[src/design/gvsp_pkg.sv]
`default_nettype none

package gvsp_pkg;

  // widths fixed by the stream format
  localparam int ID_W      = 16;
  localparam int DIM_W     = 16;
  localparam int IDX_W     = 11;
  localparam int SIZE_W    = 33;
  localparam int CFG_IDX_W = 2;

  // configuration register indexes
  localparam logic [CFG_IDX_W-1:0] REG_IMAGE_WIDTH  = 2'd0;
  localparam logic [CFG_IDX_W-1:0] REG_IMAGE_HEIGHT = 2'd1;

  // packet format codes
  localparam logic [7:0] FMT_LEADER  = 8'h01;
  localparam logic [7:0] FMT_TRAILER = 8'h02;
  localparam logic [7:0] FMT_PAYLOAD = 8'h03;

  // header layout
  localparam logic [IDX_W-1:0] HEADER_BYTES = 11'd8;
  localparam logic [IDX_W-1:0] POS_FORMAT   = 11'd4;
  localparam logic [IDX_W-1:0] POS_ID_HI    = 11'd6;
  localparam logic [IDX_W-1:0] POS_ID_LO    = 11'd7;
  localparam logic [IDX_W-1:0] POS_WIDTH_HI = 11'd26;
  localparam logic [IDX_W-1:0] POS_WIDTH_LO = 11'd27;
  localparam logic [IDX_W-1:0] POS_HEIGHT_HI = 11'd30;
  localparam logic [IDX_W-1:0] POS_HEIGHT_LO = 11'd31;

  // frame receive phase, also reported on receive_state
  typedef enum logic [1:0] {
    PH_LEADER  = 2'd0,
    PH_PAYLOAD = 2'd1,
    PH_TRAILER = 2'd2
  } phase_t;

  typedef struct packed {
    logic [7:0] packet_byte;
    logic       packet_end;
  } in_item_t;

  typedef struct packed {
    logic        write_valid;
    logic [23:0] write_address;
    logic [7:0]  write_data;
    logic        frame_ready;
    logic [1:0]  receive_state;
  } out_item_t;

  // configuration seen by the parser
  typedef struct packed {
    logic [DIM_W-1:0]  image_width;
    logic [DIM_W-1:0]  image_height;
    logic [SIZE_W-1:0] frame_size;
  } cfg_t;

endpackage

`default_nettype wire

[src/design/gvsp_parser.sv]
`default_nettype none

module gvsp_parser #(
  parameter int PACKET_DATA_BYTES = 1440,
  parameter int ADDR_BITS         = 24,
  parameter int MAX_PACKET_BYTES  = 2000
) (
  input  wire logic                clk,
  input  wire logic                rst,
  input  wire logic                step,
  input  wire gvsp_pkg::in_item_t  item,
  input  wire gvsp_pkg::cfg_t      cfg,
  output gvsp_pkg::out_item_t      result
);
  import gvsp_pkg::*;

  localparam int MUL_W  = $clog2(PACKET_DATA_BYTES + 1);
  localparam int BASE_W = ID_W + MUL_W;
  localparam int FULL_W = BASE_W + 1;
  localparam int CMP_W  = (FULL_W > SIZE_W) ? FULL_W : SIZE_W;
  localparam int KEEP_W = (ADDR_BITS < 24) ? ADDR_BITS : 24;
  localparam logic [24:0] KEEP_LIM = 25'd1 << KEEP_W;
  localparam logic [23:0] OUT_MASK = 24'(KEEP_LIM - 25'd1);
  localparam logic [IDX_W-1:0] MAX_LEN = IDX_W'(MAX_PACKET_BYTES);
  localparam logic [BASE_W-1:0] PDB = BASE_W'(PACKET_DATA_BYTES);

  phase_t             phase;
  logic [ID_W-1:0]    last_id;
  logic [IDX_W-1:0]   byte_index;
  logic [7:0]         cur_fmt;
  logic [ID_W-1:0]    cur_id;
  logic [DIM_W-1:0]   leader_w;
  logic [DIM_W-1:0]   leader_h;
  logic               rejected;
  logic [BASE_W-1:0]  hi_part;
  logic [BASE_W-1:0]  base;

  phase_t             phase_next;
  logic [ID_W-1:0]    last_id_next;
  logic [IDX_W-1:0]   byte_index_next;
  logic [7:0]         cur_fmt_next;
  logic [ID_W-1:0]    cur_id_next;
  logic [DIM_W-1:0]   leader_w_next;
  logic [DIM_W-1:0]   leader_h_next;
  logic               rejected_next;
  logic [BASE_W-1:0]  hi_part_next;
  logic [BASE_W-1:0]  base_next;

  logic [7:0]         b;
  logic               in_range;
  logic               payload_now;
  logic [BASE_W-1:0]  lo_term;
  logic [BASE_W-1:0]  base_now;
  logic [BASE_W-1:0]  stop_base;
  logic [IDX_W-1:0]   len;
  logic [IDX_W-1:0]   len_off;
  logic [IDX_W-1:0]   k_off;
  logic [CMP_W-1:0]   addr;
  logic [CMP_W-1:0]   stop;
  logic [CMP_W-1:0]   size;
  logic               wv;
  logic               ready;

  assign b       = item.packet_byte;
  assign size    = CMP_W'(cfg.frame_size);
  assign in_range = byte_index < MAX_LEN;

  // payload base from the id bytes: high part at byte 6, finished at byte 7
  assign lo_term  = BASE_W'(b) * PDB;
  assign base_now = hi_part + lo_term - PDB;

  // byte address of this beat and end address of the packet
  assign k_off     = byte_index - HEADER_BYTES;
  assign addr      = CMP_W'(base) + CMP_W'(k_off);
  assign len       = in_range ? (byte_index + 11'd1) : MAX_LEN;
  assign len_off   = len - HEADER_BYTES;
  assign stop_base = (in_range && byte_index == POS_ID_LO) ? base_now : base;
  assign stop      = CMP_W'(stop_base) + CMP_W'(len_off);

  // header capture
  always_comb begin
    cur_fmt_next  = cur_fmt;
    cur_id_next   = cur_id;
    leader_w_next = leader_w;
    leader_h_next = leader_h;
    hi_part_next  = hi_part;
    base_next     = base;
    if (in_range) begin
      if (byte_index == POS_FORMAT)    cur_fmt_next = b;
      if (byte_index == POS_ID_HI) begin
        cur_id_next  = {b, 8'h00};
        hi_part_next = lo_term << 8;
      end
      if (byte_index == POS_ID_LO) begin
        cur_id_next = {cur_id[15:8], b};
        base_next   = base_now;
      end
      if (byte_index == POS_WIDTH_HI)  leader_w_next = {b, 8'h00};
      if (byte_index == POS_WIDTH_LO)  leader_w_next = {leader_w[15:8], b};
      if (byte_index == POS_HEIGHT_HI) leader_h_next = {b, 8'h00};
      if (byte_index == POS_HEIGHT_LO) leader_h_next = {leader_h[15:8], b};
    end
  end

  assign payload_now = (phase == PH_PAYLOAD) && (cur_fmt_next == FMT_PAYLOAD);

  // per-beat phase, id check, write decision and end-of-packet handling
  always_comb begin
    phase_next      = phase;
    last_id_next    = last_id;
    rejected_next   = rejected;
    byte_index_next = byte_index;
    wv              = 1'b0;
    ready           = 1'b0;

    if (in_range) begin
      byte_index_next = byte_index + 11'd1;
      if (payload_now) begin
        if (byte_index == POS_ID_LO) begin
          // forward gap drops the frame, repeats and backward ids are taken
          if ({1'b0, cur_id_next} > ({1'b0, last_id} + 17'd1)) begin
            phase_next = PH_LEADER;
          end else begin
            last_id_next = cur_id_next;
            if (cur_id_next == '0) rejected_next = 1'b1;
          end
        end else if (byte_index >= HEADER_BYTES && !rejected) begin
          if (addr < size) wv = 1'b1;
          else             rejected_next = 1'b1;
        end
      end
    end

    if (item.packet_end) begin
      if (len >= HEADER_BYTES) begin
        unique case (phase_next)
          PH_LEADER: begin
            if (cur_fmt_next == FMT_LEADER && leader_w_next == cfg.image_width &&
                leader_h_next == cfg.image_height) begin
              last_id_next = cur_id_next;
              phase_next   = PH_PAYLOAD;
            end
          end
          PH_PAYLOAD: begin
            if (cur_fmt_next == FMT_PAYLOAD) begin
              if (rejected_next)     phase_next = PH_LEADER;
              else if (stop > size)  phase_next = PH_LEADER;
              else if (stop == size) phase_next = PH_TRAILER;
            end
          end
          PH_TRAILER: begin
            ready      = (cur_fmt_next == FMT_TRAILER);
            phase_next = PH_LEADER;
          end
          default: phase_next = PH_LEADER;
        endcase
      end
      byte_index_next = '0;
      rejected_next   = 1'b0;
    end
  end

  // result of this beat
  always_comb begin
    result.write_valid   = wv;
    result.write_address = wv ? (addr[23:0] & OUT_MASK) : 24'h0;
    result.write_data    = wv ? b : 8'h00;
    result.frame_ready   = ready;
    result.receive_state = phase_next;
  end

  // state registers
  always_ff @(posedge clk) begin
    if (rst) begin
      phase      <= PH_LEADER;
      last_id    <= '0;
      byte_index <= '0;
      cur_fmt    <= '0;
      cur_id     <= '0;
      leader_w   <= '0;
      leader_h   <= '0;
      rejected   <= 1'b0;
    end else if (step) begin
      phase      <= phase_next;
      last_id    <= last_id_next;
      byte_index <= byte_index_next;
      rejected   <= rejected_next;
      if (item.packet_end) begin
        cur_fmt  <= '0;
        cur_id   <= '0;
        leader_w <= '0;
        leader_h <= '0;
      end else begin
        cur_fmt  <= cur_fmt_next;
        cur_id   <= cur_id_next;
        leader_w <= leader_w_next;
        leader_h <= leader_h_next;
      end
    end
  end

  // payload base, only read after it is written in the same packet
  always_ff @(posedge clk) begin
    if (step) begin
      hi_part <= hi_part_next;
      base    <= base_next;
    end
  end

endmodule

`default_nettype wire

[src/design/gvsp_frame_reassembler.sv]
// GVSP frame reassembler: rebuilds one 16-bit image frame from stream datagrams.
// in channel (in_valid/in_ready/in_data): one datagram byte per beat, packet_end
//   on the last byte. Leader, payload and trailer packets drive a three-phase
//   frame machine; payload bytes come out as frame buffer writes.
// out channel (out_valid/out_ready/out_data): exactly one result beat per input
//   beat, carrying the write strobe, address and data, the frame_ready pulse and
//   the receive phase after that byte.
// cfg channel (cfg_valid/cfg_ready/cfg_index/cfg_data): index 0 image width,
//   index 1 image height; always ready. The user must write it only while the
//   stream is idle; the block does not enforce this. Results are registered.
// Throughput is one byte per cycle while in_ready is high; the per-byte path
//   is one address add and compare against the frame size registered from cfg.
// In the cycle after a config write in_ready is low while the frame size
//   register picks up the new product.
// A two-entry output (register plus skid) keeps in_ready independent of
//   out_ready: when the receiver stalls one more beat is taken, then in_ready
//   drops until the skid entry drains.
// Synchronous reset returns the machine to awaiting a leader, clears both
//   config registers and empties the output.
`default_nettype none

module gvsp_frame_reassembler #(
  parameter int PACKET_DATA_BYTES = 1440,
  parameter int ADDR_BITS         = 24,
  parameter int MAX_PACKET_BYTES  = 2000
) (
  input  wire logic                                clk,
  input  wire logic                                rst,
  input  wire logic                                in_valid,
  output      logic                                in_ready,
  input  wire gvsp_pkg::in_item_t                  in_data,
  output      logic                                out_valid,
  input  wire logic                                out_ready,
  output      gvsp_pkg::out_item_t                 out_data,
  input  wire logic                                cfg_valid,
  output      logic                                cfg_ready,
  input  wire logic [gvsp_pkg::CFG_IDX_W-1:0]      cfg_index,
  input  wire logic [gvsp_pkg::DIM_W-1:0]          cfg_data
);
  import gvsp_pkg::*;

  logic [DIM_W-1:0]   image_width;
  logic [DIM_W-1:0]   image_height;
  logic [2*DIM_W-1:0] pixel_count;
  logic               cfg_hold;
  cfg_t               cfg;

  out_item_t          result;
  out_item_t          skid_data;
  logic               skid_valid;
  logic               in_accept;
  logic               out_free;

  assign cfg_ready = 1'b1;
  assign in_ready  = !skid_valid && !cfg_hold;
  assign in_accept = in_valid && in_ready;
  assign out_free  = !out_valid || out_ready;

  // config registers and registered frame size
  always_ff @(posedge clk) begin
    if (rst) begin
      image_width  <= '0;
      image_height <= '0;
      pixel_count  <= '0;
      cfg_hold     <= 1'b0;
    end else begin
      cfg_hold    <= cfg_valid;
      pixel_count <= image_width * image_height;
      if (cfg_valid) begin
        unique case (cfg_index)
          REG_IMAGE_WIDTH:  image_width  <= cfg_data;
          REG_IMAGE_HEIGHT: image_height <= cfg_data;
          default: ;
        endcase
      end
    end
  end

  assign cfg.image_width  = image_width;
  assign cfg.image_height = image_height;
  assign cfg.frame_size   = {pixel_count, 1'b0};

  gvsp_parser #(
    .PACKET_DATA_BYTES (PACKET_DATA_BYTES),
    .ADDR_BITS         (ADDR_BITS),
    .MAX_PACKET_BYTES  (MAX_PACKET_BYTES)
  ) u_parser (
    .clk    (clk),
    .rst    (rst),
    .step   (in_accept),
    .item   (in_data),
    .cfg    (cfg),
    .result (result)
  );

  // output register with skid entry
  always_ff @(posedge clk) begin
    if (rst) begin
      out_valid  <= 1'b0;
      skid_valid <= 1'b0;
    end else if (out_free) begin
      out_valid  <= skid_valid || in_accept;
      skid_valid <= 1'b0;
    end else if (in_accept) begin
      skid_valid <= 1'b1;
    end
  end

  always_ff @(posedge clk) begin
    if (out_free) begin
      if (skid_valid)     out_data <= skid_data;
      else if (in_accept) out_data <= result;
    end else if (in_accept) begin
      skid_data <= result;
    end
  end

endmodule

`default_nettype wire

[config.mk]
export PLATFORM = sky130hd
export DESIGN_NAME = gvsp_frame_reassembler
export DESIGN_NICKNAME = d
export VERILOG_FILES = /design/src/design/gvsp_pkg.sv /design/src/design/gvsp_parser.sv /design/src/design/gvsp_frame_reassembler.sv
export SDC_FILE = /design/constraint.sdc
export NUM_CORES = 1
export LEC_CHECK = 0
export ABC_AREA = 1
export BUFFER_PORTS_ARGS = -buffer_cell sky130_fd_sc_hd__buf_2
export CORE_ASPECT_RATIO = 0.8
export CORE_MARGIN = 2
export CORE_UTILIZATION = 45
export DETAILED_ROUTE_END_ITERATION = 8
export GPL_TIMING_DRIVEN = 1
export PLACE_DENSITY = 0.64
export SYNTH_ARGS = -nofsm -noshare
export SYNTH_HDL_FRONTEND = slang
export SYNTH_HIERARCHICAL = 1
export SYNTH_SLANG_ARGS = --single-unit
[constraint.sdc]
create_clock -name clk -period 25 [get_ports clk]
set_clock_uncertainty 0.1 [all_clocks]
set_input_delay 5 -clock clk [delete_from_list [all_inputs] [get_ports clk]]
set_output_delay 5 -clock clk [all_outputs]
set_load 0.005 [all_outputs]
# == Word-level counts from Yosys, hierarchy flattened ==
# Cells that the tools add are included.
# word_totals
regBits,266
in_bits,32
out_inout_bits,39
wordCells,145
# classes
addsub,8
multipliers,2
order_cmp,6
n_eq_ne,17
n_mux,59
n_bitwise,1
reduce_logical,26
# ops
op,count
$mux W16,20
$mux W36,2
$add A27 B11 Y28,2
$eq A11 B5 Y1 const B,4
$eq A11 B3 Y1 const B,3
$eq A33 B33 Y1,1
$gt A33 B33 Y1,1
$lt A33 B33 Y1,1
$mux W11,3
$eq A16 B16 Y1,2
$mul A16 B16 Y32,1
$mux W8,4
$add A27 B19 Y27,1
$mux W27,1
$sub A27 B11 Y27 const B,1
$mux W24,1
$ge A11 B4 Y1 const B,2
$mux W2,11
$sub A11 B4 Y11 const B,2
$add A16 B1 Y17 const B,1
$gt A16 B17 Y1,1
$eq A8 B2 Y1 const B,2
$logic_not A16 Y1,1
$mux W1,16
other kinds (16),35

# == Depth between registers and ports, before layout ==
# logic_depth
depth_word,18
depth_mapped,52
ltp_nobuf,52

# == Cells and area by module ==
# Netlist, hierarchy kept.
# modules_own_cells
mod,n_inst,cells_each,area_per_inst_um2,seq_area_each_um2
gvsp_frame_reassembler,1,1720,14020.9,3503.4
gvsp_parser,1,2133,13380.3,2802.7

# == Worst setup path before layout ==
# OpenSTA, ideal clock, no wires.
# synth_timing
kind,input to register
from,in in_data[2] in the netlist's numbering
to,reg out_data[0] in the netlist's numbering (data pin)
setup_time_ns,0.260
t_arrival_ns,11.168
t_required_ns,24.640
setup_slack_ns,13.472
stages,47
path_buffers,0
path_cell_list,ha_1 -> xor2_1 -> ha_1 -> inv_1 -> fa_1 -> inv_1 -> ha_1 -> inv_1 -> o21bai_1 -> a21oi_1 -> o21bai_1 -> a21oi_1 -> o21bai_1 -> a21oi_1 -> o21bai_1 -> xor2_1 -> inv_1 -> ha_1 -> [... 11 more ...] -> nor2_2 -> nand2_1 -> xor2_1 -> ha_1 -> nand2_1 -> nor2_1 -> nand2_1 -> nor2_1 -> nand3b_1 -> nand4_1 -> nor2_1 -> nand2_1 -> nand2_1 -> nand2_1 -> nand2_1 -> nand2_1 -> inv_1 -> mux2_2
# synth_rtl
item,line,source
start: declaration,gvsp_frame_reassembler.sv:31,"input wire gvsp_pkg::in_item_t in_data,"
end signal: assignment,gvsp_frame_reassembler.sv:111,if (skid_valid) out_data <= skid_data;
end signal: assignment,gvsp_frame_reassembler.sv:112,else if (in_accept) out_data <= result;
end: declaration,gvsp_frame_reassembler.sv:34,"output gvsp_pkg::out_item_t out_data,"

==> flow_summary.toml <==
[placement]
placed_area_mm2 = 0.0283
place.detailed.hpwl_mm = 60.5
io_buffer_count = 69
place_inst = 4593
routabilityCongestion = 0.951

[clock_network]
cts_root_buffer = "sky130_fd_sc_hd__clkbuf_16"
post_cts_resized = 0
clock_latency_ns = 0.57
cts_buffer_depth = 3
cts_tree = "built"
cts_bufs_inserted = 28
htree_levels = 1
holdBufCountCts = 0
worst_setup_hold_path_clk_slew_ns = 0.07
numClockSinks = 261
postCtsSetupRepairBufs = 0

[synth]
post-synth-top-area-cell = "sky130_fd_sc_hd__fa_1"
synthesis.area_per_instance_um2 = 7.11
syn_warnings = 6
netlist_area_mm2 = 0.0274
flip_flop_and_latch_count_after_synthesis = 261
post_synth_inst_count = 3853
synth_sequential_area_ratio = 0.230
yosys-top-cells-area = "sky130_fd_sc_hd__fa_1, sky130_fd_sc_hd__nand2_1, sky130_fd_sc_hd__edfxtp_1"
yosys.area.top_type_share = 0.151
netlist-cell-type-count = 51

[power_and_ir_drop]
power-per-cell-area_mw_per_mm2 = 43.0
switching_share = 0.349
power.ir.vdd_worst_v = 0.0000464
netSwitchingPower_uw = 438
p_leak_uw = 0.0153
share_seq_of_total_power = 0.386
power.internal_uw = 818
share_clk_of_total_power = 0.334
power.combinational.fraction = 0.280
totalPowerFinal_uw = 1260

[routing]
firstDrtPassIters = 5
drt_iter0_markers = 2187
via_count = 23785
detail-route-antenna-nets = 0
totalWireLength_mm = 78.1
routedWlPerCell_um = 16.8
drc_errors = 0
vias_per_cell = 5.12

[run_status]
run_status = "finished, final reports clean"

[timing]
fin_tns_setup_ns = 0
grt_setup_unrepaired = "false"
min_period_over_period = 0.482
min_period_ns = 12.05
timing.final.setup_violations = 0
worst-slew-pin-transition_ns = 1.17
maxSlewHeadroom = 0.217
final-hold-violation-count = 0
fmax_ghz = 0.0830
final_max_slew_viol_count = 0

[critical_path]
critPathArrivalTime_ns = 12.27
worst-endpoint-required_ns = 25.22
timing.setup.critical_path_class = "in -> reg"
cp_capture_type = "flop"
max_stage_delay_ns = 0.49
critical-path-slowest-cell = "sky130_fd_sc_hd__fa_1"
crit_path_start_kind = "input pin"
worst-path-max-fanout = 7
start_point_of_the_critical_path = "in_data[2]"
critPathMostFrequentCell = "sky130_fd_sc_hd__nand2_1"
r2r_start = "u_parser/byte_index[7]"

[grt]
top_usage_layer = "met1"
grt_pass1_vias = 22144
groute.usage.overall = 0.248
antenna_violations_before_repair = 0
grt_overflow = 0
groute.layer.met2.usage = 0.371
grt_max_degree = 60
grt_first_pass_wirelength_mm = 123
grtUsageMet1 = 0.380
gr-usage-met3 = 0.0370

[layout]
layout.cells.non_filler = 4644
nets = 4328
design_area_mm2 = 0.0292
drive_above_1_share = 0.0670
diodes = 0
area_growth_pct = 6.63

[flow_run]
max_cap_violations = 0

[min_path]
hold_path.startpoint = "u_parser/cur_id[4]"
min-delay-path-class = "reg -> reg"

[die]
floorplan.io_pins = 71
initial_core_util = 0.457
die-area_mm2 = 0.0629
placementRows = 80
die_x_um = 280
chipHeight_um = 225
core_area_mm2 = 0.0600
==> state kept, by name, indices dropped and copies added, names as in the netlist, 22 cells and up <==
name	count
out_data	36
pixel_count	32
skid_data	36
u_parser/base	22
==> stage by stage <==
step	hold slack, ns	worst slack, ns	utilization
floorplan	0.345	13.47	-
global placement	0.352	12.44	0.472
detailed placement	0.355	12.40	0.472
CTS	0.365	12.99	0.487
global route	0.380	12.17	0.487
finish	0.365	12.95	0.487
==> cell usage in the layout, fill, tap and decap left out, types with 38 or more instances in the layout <==
master	instances
sky130_fd_sc_hd__edfxtp_1	108
sky130_fd_sc_hd__dfxtp_1	152
sky130_fd_sc_hd__inv_1	800
sky130_fd_sc_hd__o21ai_0	90
sky130_fd_sc_hd__ha_1	246
sky130_fd_sc_hd__nand3_1	211
sky130_fd_sc_hd__a21oi_1	184
sky130_fd_sc_hd__nor2_1	345
sky130_fd_sc_hd__buf_2	69
sky130_fd_sc_hd__fa_1	206
sky130_fd_sc_hd__nand2_1	1026
sky130_fd_sc_hd__nand4_1	38
sky130_fd_sc_hd__xor2_1	61
==> cell usage after synthesis, drive strengths merged <==
cell    number
nand2     1042
inv        809
nor2       376
ha         246
nand3      227
fa         206
a21oi      184
dfxtp      153
edfxtp     108
o21ai      104
clkbuf      94
xor2        61
nand4       39
buf         38
mux2        36
nor3        31
xnor2       18
o21bai      14
nand3b      11
nor4         9
a21o         8
clkinv       6
o211ai       6
or2          6
a211oi       3
a31oi        3
o21a         3
o22ai        3
and2         2
and3         2
conb         2
nor3b        1
o22a         1
o31ai        1
==> worst paths after layout <==
| check | end | slack, ns | cells past startpoint |
|---|---|---|---|
| worst min register to register | u_parser/cur_id[4] | 0.36 | 2 |
| worst min-delay path | u_parser/cur_id[4] | 0.36 | 2 |
| worst max-delay path | out_data[0] | 12.95 | 49 |
| worst max register to register | out_data[0] | 18.28 | 38 |
==> kinds of logic (layout without fill, tap and decap cells) <==
| group | Yosys count | count (layout) | share of synthesized area |
|---|---|---|---|
| XOR/XNOR | 79 | 79 | 0.0253 |
| AND/OR/NAND/NOR | 1746 | 1746 | 0.268 |
| multiplexers | 36 | 36 | 0.0148 |
| AO/OA/AOI/OAI | 330 | 330 | 0.0643 |
| adder cells (fa/ha/maj) | 452 | 452 | 0.263 |
| other | 2 | 3 | 0.000274 |
| flip-flops | 261 | 261 | 0.230 |
| buffers and inverters | 947 | 958 | 0.134 |
==> worst max-delay path, delay by kind of cell <==
family	cells	cell delay (ns)
XOR/XNOR	3	0.56
multiplexers	1	0.25
buffers and inverters	8	0.61
AO/OA/AOI/OAI	8	1.37
adder cells (fa/ha/maj)	7	2.44
AND/OR/NAND/NOR	22	2.04
==> layout make-up <==
type	count	area (µm²)
fillers	6080	30700
clock buffers	36	762
multi-input cells	2646	17500
well taps	779	975
flip-flops and latches	261	6310
inverters	815	3060
repair buffers	92	518
clock inverters	15	134
==> power by group through the flow <==
stage	Sequential (µW)	Clock, µW	Combinational [µW]
3_5_place_dp	494	0	347
4_1_cts	484	427	350
2_1_floorplan	480	0	258
6_report	485	419	352
5_1_grt	486	445	395
3_3_place_gp	494	0	346
==> metal layers <==
layer / share of wire / wire length (µm)
met1: 0.48 / 37900
met2: 0.42 / 32500
met3: 0.081 / 6330
met4: 0.018 / 1420
met5: 0 / 0
Power figures use the tool's default switching activity.
